<file path="src/rtl/pvrag_pkg.sv">
// Shared types and constants for the planar video row address generator.
package pvrag_pkg;

    localparam int DIM_W    = 13;
    localparam int ADDR_W   = 33;
    localparam int BASE_W   = 32;
    localparam int OFF_W    = 32;
    localparam int STRIDE_W = 19;
    localparam int MB_W     = 14;
    localparam int CIDX_W   = 3;

    typedef enum logic [2:0] {
        FMT_I420 = 3'd0,
        FMT_YV12 = 3'd1,
        FMT_YUY2 = 3'd2,
        FMT_NV12 = 3'd3,
        FMT_TM12 = 3'd4
    } fmt_t;

    localparam logic [CIDX_W-1:0] REG_FORMAT       = 3'd0;
    localparam logic [CIDX_W-1:0] REG_WIDTH        = 3'd1;
    localparam logic [CIDX_W-1:0] REG_FRAME_HEIGHT = 3'd2;
    localparam logic [CIDX_W-1:0] REG_OUT_HEIGHT   = 3'd3;
    localparam logic [CIDX_W-1:0] REG_FRAME_BASE   = 3'd4;

    localparam logic [1:0] PLANE_LUMA = 2'd0;
    localparam logic [1:0] PLANE_CB   = 2'd1;
    localparam logic [1:0] PLANE_CR   = 2'd2;

    typedef struct packed {
        logic [2:0]       format;
        logic [DIM_W-1:0] width;
        logic [DIM_W-1:0] frame_height;
        logic [DIM_W-1:0] out_height;
    } geom_t;

    // Offset is ma*mb + j*stride.
    typedef struct packed {
        logic                ok;
        logic [1:0]          plane;
        logic [DIM_W-1:0]    j;
        logic [STRIDE_W-1:0] stride;
        logic [DIM_W-1:0]    ma;
        logic [MB_W-1:0]     mb;
    } cls_t;

endpackage

</file>
<file path="src/rtl/pvrag_classify.sv">
// Row classification: plane, in-plane row, stride and plane base factors.
module pvrag_classify #(
    parameter int MAX_DIM = 4096
) (
    input  logic [pvrag_pkg::DIM_W-1:0] row,
    input  pvrag_pkg::geom_t            geom,
    output pvrag_pkg::cls_t             cls
);

    localparam int DW = pvrag_pkg::DIM_W;

    function automatic logic [DW-1:0] sat_dim(input logic [DW-1:0] v);
        logic [DW:0] lim;
        begin
            lim = (DW+1)'(MAX_DIM);
            sat_dim = ({1'b0, v} > lim) ? lim[DW-1:0] : v;
        end
    endfunction

    logic [DW-1:0] w, h, rh, half;
    logic [DW:0]   w14, sy_t, wr8_t, ys_t;
    logic [DW:0]   sy;
    logic [DW-1:0] suv;
    logic [DW+1:0] ys;
    logic [DW:0]   r14, rh14, half14, rh_half, rh_2half;
    logic [8:0]    tiles, luma_rows;
    logic [5:0]    chroma_rows;
    logic [DW:0]   tm_end;

    always_comb
    begin
        w      = sat_dim(geom.width);
        h      = sat_dim(geom.frame_height);
        rh     = sat_dim(geom.out_height);
        half   = rh >> 1;
        w14    = {1'b0, w};
        sy_t   = w14 + (DW+1)'(3);
        sy     = {sy_t[DW:2], 2'b00};
        wr8_t  = w14 + (DW+1)'(7);
        suv    = wr8_t[DW:1] & ~DW'(3);
        ys_t   = {w, 1'b0} + (DW+1)'(3);
        ys     = {1'b0, ys_t[DW:2], 2'b00};
        r14    = {1'b0, row};
        rh14   = {1'b0, rh};
        half14 = {1'b0, half};
        rh_half  = rh14 + half14;
        rh_2half = rh_half + half14;
        tiles       = 9'(h >> 5);
        luma_rows   = 9'((10'(tiles) + 10'd1) >> 1);
        chroma_rows = 6'(h >> 7);
        tm_end      = (DW+1)'(luma_rows) + (DW+1)'(chroma_rows);

        cls = '0;
        case (geom.format)
            pvrag_pkg::FMT_I420, pvrag_pkg::FMT_YV12:
            begin
                if (r14 < rh14)
                begin
                    cls.ok     = 1'b1;
                    cls.plane  = pvrag_pkg::PLANE_LUMA;
                    cls.j      = row;
                    cls.stride = pvrag_pkg::STRIDE_W'(sy);
                end
                else if (r14 < rh_2half)
                begin
                    cls.ok     = 1'b1;
                    cls.stride = pvrag_pkg::STRIDE_W'(suv);
                    cls.ma     = h;
                    cls.mb     = pvrag_pkg::MB_W'(sy);
                    // The second chroma plane of I420 and the first of YV12
                    // sit half a plane past the chroma base.
                    if (r14 < rh_half)
                    begin
                        cls.plane = pvrag_pkg::PLANE_CB;
                        cls.j = DW'(r14 - rh14)
                              + ((geom.format == pvrag_pkg::FMT_YV12) ? half : '0);
                    end
                    else
                    begin
                        cls.plane = pvrag_pkg::PLANE_CR;
                        cls.j = DW'(r14 - rh_half)
                              + ((geom.format == pvrag_pkg::FMT_I420) ? half : '0);
                    end
                end
            end
            pvrag_pkg::FMT_YUY2:
            begin
                if (r14 < rh14)
                begin
                    cls.ok     = 1'b1;
                    cls.j      = row;
                    cls.stride = pvrag_pkg::STRIDE_W'(ys);
                end
            end
            pvrag_pkg::FMT_NV12:
            begin
                // The chroma plane follows the luma rows directly, so both
                // planes reduce to row times width.
                if (r14 < rh_half)
                begin
                    cls.ok     = 1'b1;
                    cls.plane  = (r14 < rh14) ? pvrag_pkg::PLANE_LUMA
                                              : pvrag_pkg::PLANE_CB;
                    cls.j      = row;
                    cls.stride = pvrag_pkg::STRIDE_W'(w);
                end
            end
            pvrag_pkg::FMT_TM12:
            begin
                if (r14 < (DW+1)'(luma_rows))
                begin
                    cls.ok     = 1'b1;
                    cls.j      = row;
                    cls.stride = {w, 6'b0};
                end
                else if (r14 < tm_end)
                begin
                    cls.ok     = 1'b1;
                    cls.plane  = pvrag_pkg::PLANE_CB;
                    cls.j      = DW'(r14 - (DW+1)'(luma_rows));
                    cls.stride = pvrag_pkg::STRIDE_W'({w[DW-1:1], 5'b0});
                    cls.ma     = h;
                    cls.mb     = pvrag_pkg::MB_W'(w);
                end
            end
            default:
            begin
                cls = '0;
            end
        endcase
    end

endmodule

</file>
<file path="src/rtl/planar_video_row_address_gen_top.sv">
// Top level of the planar video row address generator.
// A row request is taken on any cycle that start is high; busy never rises, so
// one word per cycle may be issued back to back. Each word's result is shown
// with done high for a single cycle, in request order. The five register
// stages are input capture, row classification, the two plane offset
// multiplies, the offset sum and the frame base add. Register writes are
// always accepted (cfg_ready high) and should only be made while no request
// is in flight.
module planar_video_row_address_gen_top #(
    parameter int MAX_DIM = 4096
) (
    input  logic                                clk,
    input  logic                                rst_n,
    input  logic                                start,
    output logic                                busy,
    input  logic [pvrag_pkg::DIM_W-1:0]         row_index,
    output logic                                done,
    output logic [pvrag_pkg::ADDR_W-1:0]        row_address,
    output logic [1:0]                          plane,
    output logic                                valid_res,
    input  logic                                cfg_valid,
    output logic                                cfg_ready,
    input  logic [pvrag_pkg::CIDX_W-1:0]        cfg_index,
    input  logic [pvrag_pkg::BASE_W-1:0]        cfg_data
);

    localparam int DW = pvrag_pkg::DIM_W;
    localparam int OW = pvrag_pkg::OFF_W;

    logic [2:0]                  format_reg;
    logic [DW-1:0]               width_reg, frame_height_reg, out_height_reg;
    logic [pvrag_pkg::BASE_W-1:0] frame_base_reg;

    logic                        v1_reg, v2_reg, v3_reg, v4_reg, done_reg;
    logic [DW-1:0]               row_reg;
    pvrag_pkg::cls_t             cls_next, cls_reg;
    pvrag_pkg::geom_t            geom;
    logic [OW-1:0]               prod_row_reg, prod_base_reg, off_reg;
    logic                        ok3_reg, ok4_reg;
    logic [1:0]                  plane3_reg, plane4_reg;
    logic [OW-1:0]               prod_row_next, prod_base_next;
    logic [pvrag_pkg::ADDR_W-1:0] row_address_reg, row_address_next;
    logic [1:0]                  plane_reg;
    logic                        valid_res_reg;

    assign busy      = 1'b0;
    assign cfg_ready = 1'b1;

    always_ff @(posedge clk or negedge rst_n)
    begin
        if (!rst_n)
        begin
            format_reg       <= pvrag_pkg::FMT_I420;
            width_reg        <= DW'(640);
            frame_height_reg <= DW'(480);
            out_height_reg   <= DW'(480);
            frame_base_reg   <= '0;
        end
        else if (cfg_valid)
        begin
            case (cfg_index)
                pvrag_pkg::REG_FORMAT:       format_reg       <= cfg_data[2:0];
                pvrag_pkg::REG_WIDTH:        width_reg        <= cfg_data[DW-1:0];
                pvrag_pkg::REG_FRAME_HEIGHT: frame_height_reg <= cfg_data[DW-1:0];
                pvrag_pkg::REG_OUT_HEIGHT:   out_height_reg   <= cfg_data[DW-1:0];
                pvrag_pkg::REG_FRAME_BASE:   frame_base_reg   <= cfg_data;
                default:
                begin
                end
            endcase
        end
    end

    always_comb
    begin
        geom.format       = format_reg;
        geom.width        = width_reg;
        geom.frame_height = frame_height_reg;
        geom.out_height   = out_height_reg;
    end

    pvrag_classify #(
        .MAX_DIM (MAX_DIM)
    ) u_classify (
        .row  (row_reg),
        .geom (geom),
        .cls  (cls_next)
    );

    always_comb
    begin
        prod_row_next  = OW'(cls_reg.j) * OW'(cls_reg.stride);
        prod_base_next = OW'(cls_reg.ma) * OW'(cls_reg.mb);
        row_address_next = ok4_reg ? ({1'b0, frame_base_reg} + pvrag_pkg::ADDR_W'(off_reg))
                                   : '0;
    end

    // Valid bits.
    always_ff @(posedge clk or negedge rst_n)
    begin
        if (!rst_n)
        begin
            v1_reg   <= 1'b0;
            v2_reg   <= 1'b0;
            v3_reg   <= 1'b0;
            v4_reg   <= 1'b0;
            done_reg <= 1'b0;
        end
        else
        begin
            v1_reg   <= start;
            v2_reg   <= v1_reg;
            v3_reg   <= v2_reg;
            v4_reg   <= v3_reg;
            done_reg <= v4_reg;
        end
    end

    // Payload stages.
    always_ff @(posedge clk)
    begin
        if (start)
        begin
            row_reg <= row_index;
        end
        if (v1_reg)
        begin
            cls_reg <= cls_next;
        end
        if (v2_reg)
        begin
            prod_row_reg  <= prod_row_next;
            prod_base_reg <= prod_base_next;
            ok3_reg       <= cls_reg.ok;
            plane3_reg    <= cls_reg.plane;
        end
        if (v3_reg)
        begin
            off_reg    <= prod_row_reg + prod_base_reg;
            ok4_reg    <= ok3_reg;
            plane4_reg <= plane3_reg;
        end
        if (v4_reg)
        begin
            row_address_reg <= row_address_next;
            plane_reg       <= ok4_reg ? plane4_reg : pvrag_pkg::PLANE_LUMA;
            valid_res_reg   <= ok4_reg;
        end
    end

    assign done        = done_reg;
    assign row_address = row_address_reg;
    assign plane       = plane_reg;
    assign valid_res   = valid_res_reg;

endmodule
</file>
<file path="config.mk">
export PLATFORM = sky130hd
export DESIGN_NAME = planar_video_row_address_gen_top
export DESIGN_NICKNAME = d
export VERILOG_FILES = /design/src/rtl/pvrag_pkg.sv /design/src/rtl/pvrag_classify.sv /design/src/rtl/planar_video_row_address_gen_top.sv
export SDC_FILE = /design/constraint.sdc
export NUM_CORES = 2
export LEC_CHECK = 0
export BUFFER_PORTS_ARGS = -buffer_cell sky130_fd_sc_hd__buf_2
export CAP_MARGIN = 20
export CORE_UTILIZATION = 55
export CTS_BUF_LIST = sky130_fd_sc_hd__clkbuf_4 sky130_fd_sc_hd__clkbuf_8
export CTS_CLUSTER_SIZE = 24
export DETAILED_ROUTE_END_ITERATION = 10
export GPL_TIMING_DRIVEN = 0
export PLACE_DENSITY = 0.79
export SYNTH_ARGS = -nofsm -noshare
export SYNTH_HDL_FRONTEND = slang
export SYNTH_HIERARCHICAL = 1
export SYNTH_SLANG_ARGS = --single-unit
</file>
<file path="constraint.sdc">
create_clock -name clk -period 13.8 [get_ports clk]
set_input_delay 0.69 -clock clk [delete_from_list [all_inputs] [get_ports clk]]
set_output_delay 0.69 -clock clk [all_outputs]
set_load 0.02 [all_outputs]
</file>
==> flow_metrics.tcl <==
set metrics [dict create \
    yosysTopAreaCellShare_pct 21.2 \
    multiInputGateArea_um2 22100 \
    routed_via_density 5.67 \
    setup_tns_ps 0 \
    vias 24800 \
    hold_class "in2reg" \
    min_period_ps 7360 \
    status "finished clean" \
    drv_slew 0 \
    rsz0062_at_grt "no" \
    dpl.hpwl_um 68600 \
    ys_warn_count 6 \
    start_util_pct 55.7 \
    worstHoldPathCells 1 \
    skew_ps 35.2 \
    synthDistinctLibCells 99 \
    path_class "reg2reg" \
    drv_cap 0 \
    cp-end-kind "flip-flop" \
    stdcell_area_um2 35500 \
    antenna_found_initial 3 \
    cts_inserted_buffers 47 \
    fill_cells 4972 \
    ant_nets 0 \
    tightestPinTransition_ps 930 \
    area_growth_pct 7.88 \
    fin_cells 4382 \
    rows 89 \
    arrival_ps 7680 \
    place_inst 4294 \
    largest_reg_flops 62 \
    clkLatencyLatePin_ps 650 \
    cts_tree "built" \
    die_area_um2 60800 \
    gr-total-overflow 0 \
    clock-sinks 287 \
    avgSynthCellArea_um2 9.60 \
    netlist_top_cells_area "fa_1 (21%), edfxtp_1 (19%), ha_1 (12%), inv_1 (6.3%), dfrtp_1 (5.3%)" \
    layout.nets 4289 \
    synth_top_area_cell "fa_1" \
    hold_viol 0 \
    grt_pass1_vias 25100 \
    cts_buffer_depth 3 \
    grt_max_degree 56 \
    cts_max_level 2 \
    clockRootBuffer "clkbuf_8" \
    start_kind "flip-flop" \
    dpl_cell_area_um2 34400 \
    setup_violations 0 \
    routabilityCongestion 1.00 \
    synth-seq-cells 287 \
    ios 91 \
    wl_um 83700 \
    synth.yosys.seq_area_share_pct 25.1 \
    path_max_fanout 10 \
    synth_ff_type "edfxtp_1" \
    wl_per_cell_um 19.1 \
    syn_inst 3426 \
    clkSlewWorstSetupHoldPaths_ps 70 \
    max_clock_freq_mhz 136 \
    cp.required_ps 14110 \
    drt_iter0_drc 1776 \
    die_x_um 246 \
    dr.pass1.iters 6 \
    core_area_um2 59000 \
    syn_area_um2 32900 \
    reg2reg_depth 25 \
    synth-edff-count 208 \
    diodes 0 \
    min_period_over_period_pct 53.3 \
    seq_area_um2 8240 \
    io_buffers 88 \
    max_slew_margin_pct 37.8 \
    drive_gt1_share_pct 8.73 \
    cts_resized 0 \
    grt_pass1_wl_um 133000 \
    grt_use_total_pct 28.2 \
    synthArstFlopShare_pct 27.5 \
    drcViolationCount 0 \
    dieHeight_um 246 \
]
## final timing paths
path,startpoint,slack [ps],to
setup / recovery,out_height_reg[12],6440,cls_reg[37]
hold / removal,row_index[5],220,row_reg[5]
setup reg to reg,out_height_reg[12],6440,cls_reg[37]
hold reg to reg,cls_reg[59],400,plane3_reg[0]
max in group asynchronous,rst_n,12610,frame_base_reg[25]
min in group asynchronous,rst_n,510,frame_height_reg[1]
## cells in the mapped netlist (all sizes together), types with 6 or more instances
master / count
inv: 556
nand2: 360
fa: 348
ha: 318
and2: 260
edfxtp: 208
a21oi: 148
nor2: 132
xnor2: 124
clkbuf: 105
o21ai: 102
a21o: 78
mux2: 73
dfrtp: 69
xor2: 50
nand3: 49
nor2b: 34
nor3: 29
a31oi: 28
o21bai: 26
nand2b: 25
o211ai: 22
o21a: 22
and3: 17
or3: 16
nand4: 15
buf: 14
nor3b: 12
o221ai: 12
a211oi: 11
a221oi: 10
dfstp: 10
a2111oi: 9
nor4: 9
o22ai: 9
mux2i: 8
a21boi: 7
o31ai: 7
a211o: 6
a221o: 6
or2: 6
## placed cells by master, fill, tap and decap left out, types with 24 or more instances in the layout
cell type,n
inv_1,554
nand2_1,360
fa_1,348
ha_1,318
and2_1,259
edfxtp_1,208
a21oi_1,142
nor2_1,132
xnor2_1,124
clkbuf_1,103
buf_2,89
o21ai_0,77
a21o_1,76
mux2_2,73
dfrtp_1,67
clkbuf_8,53
xor2_1,50
nand3_1,49
nor2b_1,34
nor3_1,28
a31oi_1,26
o21ai_1,25
o21bai_1,25
nand2b_1,24
## routing by layer
metal / track usage [%] / vias up / wire length (um)
met1: 35.9 / 12000 / 33900
met4: 11.5 / 4 / 3540
li1: - / 11600 / -
met3: 6.62 / 203 / 7480
met5: 0 / - / 21
met2: 46.4 / 1003 / 38800
## cells by family (layout without fill, tap and decap cells)
group	Yosys count	in the layout	share of synthesized area, %
compound gates	561	561	11.6
xor+xnor	174	174	4.64
fa+ha+maj	666	666	33.3
buf+inv	676	858	7.90
flops	287	287	25.1
mux	81	81	2.74
other cells	4	5	0.0457
simple gates	977	977	14.7
## layout make-up
class,count,area share (%)
well taps,773,2.73
repair buffers,95,1.65
multi-input cells,2464,62.2
plain buffers,119,1.43
inverters,557,5.90
clock inverters,21,0.593
flip-flops and latches,287,23.2
clock buffers,66,2.30
## through the flow
step / hold slack (ps) / setup WS, ps / util (%)
2_1_floorplan: 394 / 8010 / -
3_3_place_gp: 403 / 6660 / 58.1
3_5_place_dp: 405 / 6670 / 58.3
4_1_cts: 187 / 6640 / 60.1
5_1_grt: 195 / 6100 / 60.1
6_report: 222 / 6440 / 60.1
## repair_timing
item | 4_1_cts | 5_1_grt
hold buffers | 1 | 0
setup endpoints to repair | 0 | 0
setup buffers | 0 | 0
endpoints found under the hold margin | 17 | 0
## worst max-delay path: stages, from the launching register on
cell	delay (ps)
dfrtp_1	540
inv_1	280
buf_1	490
nand2_1	160
inv_1	140
ha_1	220
inv_1	80
fa_1	470
nor2b_1	180
o2111ai_1	130
nand3_1	150
nor2_1	80
xnor2_1	270
ha_1	320
a21oi_1	190
o211ai_1	110
and2_1	200
a31oi_2	340
xnor2_1	190
xnor2_1	130
ha_1	330
nand4_1	70
o21ai_0	390
a41oi_1	450
o31ai_2	800
o221ai_1	320
Power is left out: the tool's default activity adds up to more than one toggle a clock period on the data nets, which glitch-free logic cannot reach.
